<file path="src/design/byte_stream_line_statistics_unit_defines.svh">
// assertion macros for the byte stream line statistics unit
`ifndef BYTE_STREAM_LINE_STATISTICS_UNIT_DEFINES_SVH
`define BYTE_STREAM_LINE_STATISTICS_UNIT_DEFINES_SVH

`ifndef SYNTH

// property checked while out of reset
`define BSLS_ASSERT(label, clk, rst, prop) \
  label: assert property (@(posedge clk) disable iff (rst) prop) \
    else $error("bsls assertion failed");

// property checked at every edge, reset included
`define BSLS_ASSERT_ALWAYS(label, clk, prop) \
  label: assert property (@(posedge clk) prop) \
    else $error("bsls assertion failed");

`else

`define BSLS_ASSERT(label, clk, rst, prop)
`define BSLS_ASSERT_ALWAYS(label, clk, prop)

`endif

`endif

</file>
<file path="src/design/bsls_pkg.sv">
package bsls_pkg;

  localparam int ALPHABET    = 256;
  localparam int CHUNK_BITS  = 8;
  localparam int CHUNKS      = ALPHABET / CHUNK_BITS;
  localparam int CHUNK_IDX_W = $clog2(CHUNKS);
  localparam int USED_BITS   = 9;
  localparam int FIELD_BITS  = 32;
  localparam int WIDE_BITS   = 64;
  localparam int QUEUE_DEPTH = 4;
  localparam int QPTR_W      = $clog2(QUEUE_DEPTH);
  localparam int QCNT_W      = $clog2(QUEUE_DEPTH + 1);

  localparam logic [7:0] NEWLINE_BYTE = 8'd10;
  localparam logic       CMD_DATA     = 1'b0;
  localparam logic       CMD_FINISH   = 1'b1;

  typedef struct packed {
    logic       command;
    logic [7:0] data_byte;
  } req_t;

  typedef struct packed {
    logic [FIELD_BITS-1:0] line_count;
    logic [FIELD_BITS-1:0] char_count;
    logic [FIELD_BITS-1:0] shortest_line;
    logic [FIELD_BITS-1:0] longest_line;
    logic [USED_BITS-1:0]  alphabet_size;
  } rsp_t;

  typedef enum logic [1:0] {
    OP_CHAR,
    OP_LINE_END,
    OP_FINISH
  } op_t;

  typedef struct packed {
    op_t        op;
    logic [7:0] data_byte;
  } entry_t;

  typedef enum logic [1:0] {
    ST_RUN,
    ST_SWEEP,
    ST_REPORT
  } state_t;

  function automatic logic [3:0] popcount8(input logic [CHUNK_BITS-1:0] v);
    logic [3:0] n;
    n = '0;
    for (int i = 0; i < CHUNK_BITS; i++) begin
      n = n + 4'(v[i]);
    end
    return n;
  endfunction

endpackage

</file>
<file path="src/design/bsls_front.sv">
`include "byte_stream_line_statistics_unit_defines.svh"

module bsls_front
  import bsls_pkg::*;
(
  input  logic   clk,
  input  logic   rst,
  input  logic   req_valid,
  output logic   req_stall,
  input  req_t   req,
  input  logic   pop,
  output logic   head_valid,
  output entry_t head
);

  entry_t              queue [QUEUE_DEPTH];
  logic [QPTR_W-1:0]   wr_ptr;
  logic [QPTR_W-1:0]   rd_ptr;
  logic [QCNT_W-1:0]   cnt;
  logic                push;
  entry_t              classified;

  // classify request
  always_comb begin
    classified.data_byte = req.data_byte;
    if (req.command == CMD_FINISH) begin
      classified.op = OP_FINISH;
    end else if (req.data_byte == NEWLINE_BYTE) begin
      classified.op = OP_LINE_END;
    end else begin
      classified.op = OP_CHAR;
    end
  end

  assign req_stall  = (cnt == QCNT_W'(QUEUE_DEPTH));
  assign push       = req_valid && !req_stall;
  assign head_valid = (cnt != '0);
  assign head       = queue[rd_ptr];

  always_ff @(posedge clk) begin
    if (push) begin
      queue[wr_ptr] <= classified;
    end
  end

  always_ff @(posedge clk) begin
    if (rst) begin
      wr_ptr <= '0;
      rd_ptr <= '0;
      cnt    <= '0;
    end else begin
      if (push) begin
        wr_ptr <= wr_ptr + 1'b1;
      end
      if (pop) begin
        rd_ptr <= rd_ptr + 1'b1;
      end
      if (push && !pop) begin
        cnt <= cnt + 1'b1;
      end else if (pop && !push) begin
        cnt <= cnt - 1'b1;
      end
    end
  end

  `BSLS_ASSERT(a_cnt_bound, clk, rst, cnt <= QCNT_W'(QUEUE_DEPTH))
  `BSLS_ASSERT(a_no_pop_empty, clk, rst, pop |-> head_valid)
  `BSLS_ASSERT(a_ptr_gap, clk, rst, (cnt == '0) |-> (wr_ptr == rd_ptr))

endmodule

</file>
<file path="src/design/bsls_back.sv">
`include "byte_stream_line_statistics_unit_defines.svh"

module bsls_back
  import bsls_pkg::*;
#(
  parameter int COUNT_BITS = 32
)
(
  input  logic   clk,
  input  logic   rst,
  input  logic   terminator_mode,
  input  logic   head_valid,
  input  entry_t head,
  output logic   pop,
  output logic   rsp_valid,
  input  logic   rsp_stall,
  output rsp_t   rsp
);

  state_t                 state;
  state_t                 state_next;
  logic [ALPHABET-1:0]    seen;
  logic [COUNT_BITS-1:0]  cur_len;
  logic [COUNT_BITS-1:0]  lines;
  logic [COUNT_BITS-1:0]  chars;
  logic [COUNT_BITS-1:0]  min_len;
  logic [COUNT_BITS-1:0]  max_len;
  logic [CHUNK_IDX_W-1:0] idx;
  logic [USED_BITS-1:0]   used;

  logic                   do_char;
  logic                   do_close;
  logic                   report;
  logic [COUNT_BITS-1:0]  len;
  logic [COUNT_BITS-1:0]  lines_inc;
  logic [COUNT_BITS-1:0]  chars_add;
  logic [COUNT_BITS:0]    chars_sum;
  logic [COUNT_BITS-1:0]  cur_inc;
  logic [CHUNK_BITS-1:0]  chunk;

  function automatic logic [FIELD_BITS-1:0] clamp_field(input logic [COUNT_BITS-1:0] v);
    logic [WIDE_BITS-1:0] w;
    w = WIDE_BITS'(v);
    return (w[WIDE_BITS-1:FIELD_BITS] != '0) ? '1 : w[FIELD_BITS-1:0];
  endfunction

  // saturating line close arithmetic
  always_comb begin
    len       = (terminator_mode && cur_len != '1) ? cur_len + 1'b1 : cur_len;
    lines_inc = (lines == '1) ? lines : lines + 1'b1;
    chars_sum = {1'b0, chars} + {1'b0, len};
    chars_add = chars_sum[COUNT_BITS] ? '1 : chars_sum[COUNT_BITS-1:0];
    cur_inc   = (cur_len == '1) ? cur_len : cur_len + 1'b1;
  end

  always_comb begin
    chunk = seen[int'(idx)*CHUNK_BITS +: CHUNK_BITS];
    if (idx == '0) begin
      chunk[0] = chunk[0] | (terminator_mode && lines != '0);
    end
  end

  always_ff @(posedge clk) begin
    if (rst) begin
      state <= ST_RUN;
    end else begin
      state <= state_next;
    end
  end

  always_comb begin
    state_next = state;
    pop        = 1'b0;
    do_char    = 1'b0;
    do_close   = 1'b0;
    report     = 1'b0;
    unique case (state)
      ST_RUN: begin
        if (head_valid) begin
          pop = 1'b1;
          unique case (head.op)
            OP_CHAR:     do_char = 1'b1;
            OP_LINE_END: do_close = 1'b1;
            OP_FINISH: begin
              do_close   = (cur_len != '0);
              state_next = ST_SWEEP;
            end
            default: ;
          endcase
        end
      end
      ST_SWEEP: begin
        if (idx == CHUNK_IDX_W'(CHUNKS - 1)) begin
          state_next = ST_REPORT;
        end
      end
      ST_REPORT: begin
        if (!rsp_valid || !rsp_stall) begin
          report     = 1'b1;
          state_next = ST_RUN;
        end
      end
      default: state_next = ST_RUN;
    endcase
  end

  always_ff @(posedge clk) begin
    if (rst || report) begin
      seen    <= '0;
      cur_len <= '0;
      lines   <= '0;
      chars   <= '0;
      min_len <= '1;
      max_len <= '0;
    end else begin
      if (do_char) begin
        seen[head.data_byte] <= 1'b1;
        cur_len              <= cur_inc;
      end
      if (do_close) begin
        cur_len <= '0;
        lines   <= lines_inc;
        chars   <= chars_add;
        if (len < min_len) begin
          min_len <= len;
        end
        if (len > max_len) begin
          max_len <= len;
        end
      end
    end
  end

  // histogram walk, one chunk per cycle
  always_ff @(posedge clk) begin
    if (rst || state == ST_RUN) begin
      idx  <= '0;
      used <= '0;
    end else if (state == ST_SWEEP) begin
      idx  <= idx + 1'b1;
      used <= used + USED_BITS'(popcount8(chunk));
    end
  end

  always_ff @(posedge clk) begin
    if (rst) begin
      rsp_valid <= 1'b0;
    end else if (report) begin
      rsp_valid <= 1'b1;
    end else if (!rsp_stall) begin
      rsp_valid <= 1'b0;
    end
  end

  always_ff @(posedge clk) begin
    if (report) begin
      rsp.line_count    <= clamp_field(lines);
      rsp.char_count    <= clamp_field(chars);
      rsp.shortest_line <= clamp_field(min_len);
      rsp.longest_line  <= clamp_field(max_len);
      rsp.alphabet_size <= used;
    end
  end

  `BSLS_ASSERT(a_pop_in_run, clk, rst, pop |-> (state == ST_RUN))
  `BSLS_ASSERT(a_min_le_max, clk, rst, (lines != '0) |-> (min_len <= max_len))
  `BSLS_ASSERT(a_report_clears, clk, rst, report |=> (lines == '0 && cur_len == '0 && rsp_valid))

endmodule

</file>
<file path="src/design/byte_stream_line_statistics_unit.sv">
// Byte stream line statistics. Each request carries a text byte or a finish command. Data
// bytes (newline ends a line) are taken at one per clock, while the 4-entry queue in
// front of the execution stage has room. A finish closes any pending line, then walks the
// 256-bit byte-seen map 8 values per cycle and, once the result register is free,
// registers the result on rsp; the queue keeps taking requests meanwhile until it fills.
// All counters saturate at COUNT_BITS ones and report clamped to 32 bits. The store
// clears itself after each report; terminator_mode (reset 1) is written over cfg only
// while the block is idle, a rule for the user that the block itself does not enforce.
module byte_stream_line_statistics_unit
  import bsls_pkg::*;
#(
  parameter int COUNT_BITS = 32
)
(
  input  logic clk,
  input  logic rst,
  input  logic req_valid,
  output logic req_stall,
  input  req_t req,
  output logic rsp_valid,
  input  logic rsp_stall,
  output rsp_t rsp,
  input  logic cfg_valid,
  output logic cfg_ready,
  input  logic cfg_data
);

  logic   terminator_mode;
  logic   head_valid;
  entry_t head;
  logic   pop;

  assign cfg_ready = 1'b1;

  always_ff @(posedge clk) begin
    if (rst) begin
      terminator_mode <= 1'b1;
    end else if (cfg_valid && cfg_ready) begin
      terminator_mode <= cfg_data;
    end
  end

  bsls_front u_front (
    .clk        (clk),
    .rst        (rst),
    .req_valid  (req_valid),
    .req_stall  (req_stall),
    .req        (req),
    .pop        (pop),
    .head_valid (head_valid),
    .head       (head)
  );

  bsls_back #(
    .COUNT_BITS (COUNT_BITS)
  ) u_back (
    .clk             (clk),
    .rst             (rst),
    .terminator_mode (terminator_mode),
    .head_valid      (head_valid),
    .head            (head),
    .pop             (pop),
    .rsp_valid       (rsp_valid),
    .rsp_stall       (rsp_stall),
    .rsp             (rsp)
  );

endmodule

</file>
<file path="config.mk">
export PLATFORM = sky130hd
export DESIGN_NAME = byte_stream_line_statistics_unit
export DESIGN_NICKNAME = d
export VERILOG_FILES = /design/src/design/bsls_pkg.sv /design/src/design/bsls_front.sv /design/src/design/bsls_back.sv /design/src/design/byte_stream_line_statistics_unit.sv
export VERILOG_INCLUDE_DIRS = /design/src /design/src/design
export SDC_FILE = /design/constraint.sdc
export NUM_CORES = 1
export LEC_CHECK = 0
export BUFFER_PORTS_ARGS = -buffer_cell sky130_fd_sc_hd__buf_2
export CAP_MARGIN = 30
export CORE_ASPECT_RATIO = 1.4
export CORE_MARGIN = 2
export CORE_UTILIZATION = 55
export DETAILED_ROUTE_END_ITERATION = 8
export PLACE_DENSITY = 0.76
export SYNTH_ARGS = -nofsm -noshare
export SYNTH_HDL_FRONTEND = slang
export SYNTH_SLANG_ARGS = --single-unit
</file>
<file path="constraint.sdc">
create_clock -name clk -period 10 [get_ports clk]
set_input_delay 2 -clock clk [delete_from_list [all_inputs] [get_ports clk]]
set_output_delay 2 -clock clk [all_outputs]
set_load 0.1 [all_outputs]
</file>
---- After elaboration in Yosys (flattened, before gate mapping) ----
Memory sizes are Yosys's and may differ from the RTL's. A register that Yosys moved wholly into a read port is not among the register bits.
Cells that the tools add are included.
storage, ports and cells
  register bits ........................... 578
  RAM bits ................................ 40
  logic and storage cells ................. 117
  memories ................................ 1
memory list
  memory         words  width  read ports  clocked after Yosys merged registers in  write ports  line              RTL
  u_front.queue  4      10     1           1                                        1            bsls_front.sv:16  entry_t queue [QUEUE_DEPTH];
cells by class
  add/sub/neg operators ................... 16
  $lt $le $gt $ge ......................... 4
  eq/ne operators ......................... 15
  shift operators ......................... 1
  muxes and demuxes ....................... 30
  bitwise operators ....................... 4
  reductions and logical operators ........ 27
operator list
  kind                     number
  $or A256 B256 Y256       1
  $shiftx A256 B9 Y8       1
  $add A32 B1 Y32 const B  2
  $eq A32 B32 Y1 const B   2
  $mux W32                 2
  $reduce_bool A32 Y1      2
  $add A32 B32 Y33         1
  $gt A32 B32 Y1           1
  $lt A32 B32 Y1           1
  $ne A32 B32 Y1 const B   1
  $add A4 B1 Y4            6
  $mux W1                  16
  $mux W2                  7
  $add A9 B4 Y9            1
  $lt A8 B9 Y1 const B     1
  $demux W1 S8             1
  $eq A8 B4 Y1 const B     1
  $ge A8 B1 Y1 const B     1
  $reduce_and A2 Y1        4
  $logic_and A1 B1 Y1      6
  $mux W3                  2
  $ne A2 B1 Y1 const B     3
  $pmux W2 S3              1
  $add A5 B1 Y5 const B    1
  20 further kinds         32

---- Depth between registers and ports, before layout ----
  word-level depth ........................ 12
  depth in mapped cells ................... 25

---- Modules after synthesis ----
Synthesis repeated with hierarchy kept, for this count alone.
second synthesis, totals
  cell total of the unflattened synthesis .. 2611
  area, all modules ....................... 27109.8 µm²
modules (own cells, without submodules)
  module                            times used  cells each  area an instance (µm²)
  bsls_back                         1           2503        25136.6
  bsls_front                        1           103         1926.8
  byte_stream_line_statistics_unit  1           5           46.3

---- Worst setup path after synthesis ----
Ideal clock, no wire load.
  path type ............................... input to register
  start point ............................. in rsp_stall
  end point ............................... reg u_back.cur_len[0]
  data arrival time ....................... 10.429 ns
  setup slack ............................. -0.556 ns
  stages .................................. 5
  cells stage by stage .................... a21oi_1 nor2_1 nand2b_1 clkbuf_1 nor2_1
between the ends
  cells in the longest elaborated chain, start to end .. 6
RTL lines
  what                        line                                    RTL
  from (decl)                 byte_stream_line_statistics_unit.sv:21  input logic rsp_stall,
  $logic_not A1 Y1            bsls_back.sv:98                         if (!rsp_valid || !rsp_stall) begin
  $logic_or A1 B1 Y1          bsls_back.sv:98
  $mux W1                     bsls_back.sv:98
  $mux W1                     bsls_back.sv:77                         unique case (state)
  $logic_or A1 B1 Y1          bsls_back.sv:108                        if (rst || report) begin
  $reduce_or A2 Y1 (no line)  n/a
  to (signal assigned)        bsls_back.sv:118                        cur_len <= cur_inc;
  to (decl)                   bsls_back.sv:23                         logic [COUNT_BITS-1:0] cur_len;
No other way between the ends.
A chain may end at the register's enable or synchronous reset.

---- Worst setup path after layout ----
  start point ............................. reg u_back.idx[0]
  end point ............................... reg u_back.used[8]
between the ends
  cells in the longest elaborated chain, start to end .. 11
RTL lines
  what                        line              RTL
  from (decl)                 bsls_back.sv:28   logic [CHUNK_IDX_W-1:0] idx;
  from (signal assigned)      bsls_back.sv:140  idx <= idx + 1'b1;
  $shiftx A256 B9 Y8          bsls_back.sv:57   chunk = seen[int'(idx)*CHUNK_BITS +: CHUNK_BITS];
  $or A1 B1 Y1                bsls_back.sv:59   chunk[0] = chunk[0] | (terminator_mode && lines != '0);
  $mux W1                     bsls_back.sv:58   if (idx == '0) begin
  $add A1 B1 Y2               bsls_pkg.sv:52    n = n + 4'(v[i]);
  $add A4 B1 Y4 (5 in a row)  bsls_pkg.sv:52
  $add A4 B1 Y4 *             bsls_pkg.sv:52
  $add A9 B4 Y9 *             bsls_back.sv:141  used <= used + USED_BITS'(popcount8(chunk));
  to (signal assigned)        bsls_back.sv:141
  to (decl)                   bsls_back.sv:29   logic [USED_BITS-1:0] used;
Every way passes the cells marked *; elsewhere a longest branch is shown, timed or not.

==> results_dict.tcl <==
set metrics [dict create \
    start_util_pct 55.81 \
    muxShareOfSynthArea_pct 7.993 \
    synth_top_family_by_area "simple AND/OR/NAND/NOR gates" \
    finalPower_mw 6.142 \
    numPortBuffers 153 \
    syn_inst 2594 \
    finalWirelength_mm 63.13 \
    cts_sinks 620 \
    synth_xor_area_share_pct 4.085 \
    skew_ps 26.32 \
    worstSkewPairLatency_ps 600 \
    syn_avg_cell_area_um2 10.33 \
    routedWlPerCell_um 18.71 \
    fp.dieArea_mm2 0.05053 \
    fin_crit_sh_pct 65.72 \
    ys_dominant_reg_cell "dfxtp_1" \
    fp.dieW_um 190.6 \
    worst_pin_slew_ps 1064 \
    clkSlewWorstSetupHoldPaths_ps 70 \
    wl_met1_mm 23.72 \
    drtPass1Iterations 5 \
    num_vias 19835 \
    post_cts_buffers 0 \
    yosysSeqAreaShare_pct 52.92 \
    hold_start "u_back.max_len[24]" \
    synth_area_mm2 0.02680 \
    setup_slack_ps 3428 \
    fmax_ghz 0.1522 \
    drive_gt1_share_pct 14.73 \
    worstPathRequired_ps 10430 \
    final-setup-viol-count 0 \
    layout.nets 2837 \
    dr_wl_met3_mm 3.437 \
    yosys_warnings 0 \
    p_leak_nw 11.89 \
    cp-end-kind "flip-flop" \
    post-route-drc-count 0 \
    vias_per_cell 5.881 \
    grt_overflow 0 \
    worstHoldPathCells 0 \
    min_period_ps 6572 \
    drt_iter0_drc 1433 \
    fillCellCount 3763 \
    cts_max_level 2 \
    synth_simple_gate_area_share_pct 13.52 \
    ctsHoldBuffers 0 \
    yosysTopAreaCellShare_pct 33.09 \
    synth_fp_nets 2733 \
    crit_type "flip-flop to flip-flop" \
    status "completed" \
    die_h_um 265.2 \
    cts_resized 0 \
    gp_congestion 0.9071 \
    power.density_mw_per_mm2 203.9 \
    fin_cells 3373 \
    reg2regPathDepth 17 \
    multi_input_area_mm2 0.01171 \
    r2r_start "u_back.idx[0]" \
    dpl.cell_count 3271 \
    wl_met2_mm 32.95 \
    grt_pass1_wl_mm 100.9 \
    dp_hpwl_mm 42.95 \
    diodes 0 \
    synth_compound_area_share_pct 11.94 \
    slew_headroom_pct 28.82 \
    seq_area_mm2 0.01419 \
    grt_max_degree 235 \
    cp_max_fo 38 \
    ir_worst_vdd_v 0.0001336 \
    clockRootBuffer "clkbuf_16" \
    synthAdderAreaFrac_pct 5.985 \
    cts_buffer_depth 3 \
    synth_enable_flop_cells 177 \
    final.setup.tns_ps 0 \
    synth_area_leader_cell "dfxtp_1" \
    rows 95 \
    maxCapViolCount 0 \
    core_area_mm2 0.04802 \
    rsz0062_at_grt "no" \
    ys_ff_latch 620 \
    ant_nets 0 \
    io_pins 155 \
    startpoint_type "flip-flop" \
    fin_util_pct 62.73 \
    antenna_found_initial 0 \
    cts_inserted_buffers 54 \
    ys_types 63 \
    synthArstFlopShare_pct 0 \
    synth_area_leaders "dfxtp_1, edfxtp_1, mux4_2" \
    cts_tree "yes" \
    pre_cts_ws_ps 3418 \
    grt.total_usage_pct 24.88 \
    critPathArrivalTime_ps 7000 \
    hold_path.class "flip-flop to flip-flop" \
    startpoint "u_back.idx[0]" \
    syn2layout_area_growth_pct 12.40 \
    drv_slew 0 \
    hold_viol_final 0 \
    grt_pass1_vias 19902 \
    routed.top_layer "met4" \
]
logic make-up after synthesis:
| kind of cell | after synthesis |
|---|---|
| buf+inv | 246 |
| simple gates | 805 |
| mux | 101 |
| flops | 620 |
| xor+xnor | 125 |
| other cells | 1 |
| compound gates | 572 |
| fa+ha+maj | 124 |
state kept, by name, indices dropped and copies added, names as in the netlist, named ones only:
register,count
u_back.used,9
u_back.cur_len,32
u_back.rsp_valid,1
u_front.rd_ptr,2
u_front.cnt,3
u_back.lines,32
u_back.rsp,137
u_front.wr_ptr,2
u_back.chars,32
u_back.idx,5
u_back.seen,256
u_back.state,2
u_front.queue,40
terminator_mode,1
u_back.min_len,32
u_back.max_len,32
where the power goes:
part | switching (mW) | internal, mW | total [mW]
Clock | 0.932 | 1.31 | 2.24
Combinational | 0.668 | 0.351 | 1.02
Sequential | 0.143 | 2.74 | 2.88
Total | 1.74 | 4.40 | 6.14
stage by stage:
stage	area, um2	hold WS (ps)
after floorplan	26800	408.2
after global placement	28120	420.8
after detailed placement	28180	426.6
after CTS	30100	444.2
after global routing	30120	454.6
final	30120	438.7
critical path: stages, from the launching register on:
cell	delay, ps
dfxtp_4	730
buf_4	710
mux4_2	590
mux4_2	480
mux2_2	320
fa_1	590
inv_1	90
fa_1	510
fa_1	480
fa_1	500
inv_1	60
fa_1	430
a21o_1	200
a21oi_1	210
nor2_1	90
nand4_1	120
xor2_1	190
nor2_1	60
path summary, 6_finish.rpt:
| kind | slack (ps) | to |
|---|---|---|
| min reg2reg | 440 | u_back.rsp[33] |
| min | 440 | u_back.rsp[33] |
| max | 3430 | u_back.used[8] |
| max reg2reg | 3430 | u_back.used[8] |
cell usage after synthesis, types with 40 or more instances:
library cell	instances
mux4_2	90
inv_1	95
nor3_1	53
xnor2_1	49
ha_1	117
clkbuf_1	121
a21oi_1	377
xor2_1	76
o21ai_0	64
nand2_1	95
edfxtp_1	177
dfxtp_1	443
a21o_1	40
nor2_1	456
cell usage in the layout, fill, tap and decap left out, types with 76 or more instances in the layout:
cell type / netlist / routed
xor2_1: 76 / 76
nor2_1: 456 / 454
dfxtp_1: 443 / 441
a21oi_1: 377 / 375
mux4_2: 90 / 90
buf_2: 16 / 153
ha_1: 117 / 117
nand2_1: 95 / 95
inv_1: 95 / 96
edfxtp_1: 177 / 177
routing by layer:
layer / track usage, % / vias up
li1: - / 9383
met1: 28.23 / 9581
met2: 45.40 / 693
met3: 3.180 / 178
met4: 12.88 / 0
met5: 0 / -
final cells by class:
cell class,instances,share of cell area [%]
Sequential cell,620,47.10
Multi-Input combinational cell,1728,38.89
Clock buffer,70,5.042
Timing Repair Buffer,199,3.834
Tap cell,630,2.617
Clock inverter,31,1.337
Inverter,95,1.184
No activity file was read; power rests on OpenSTA's default activity.
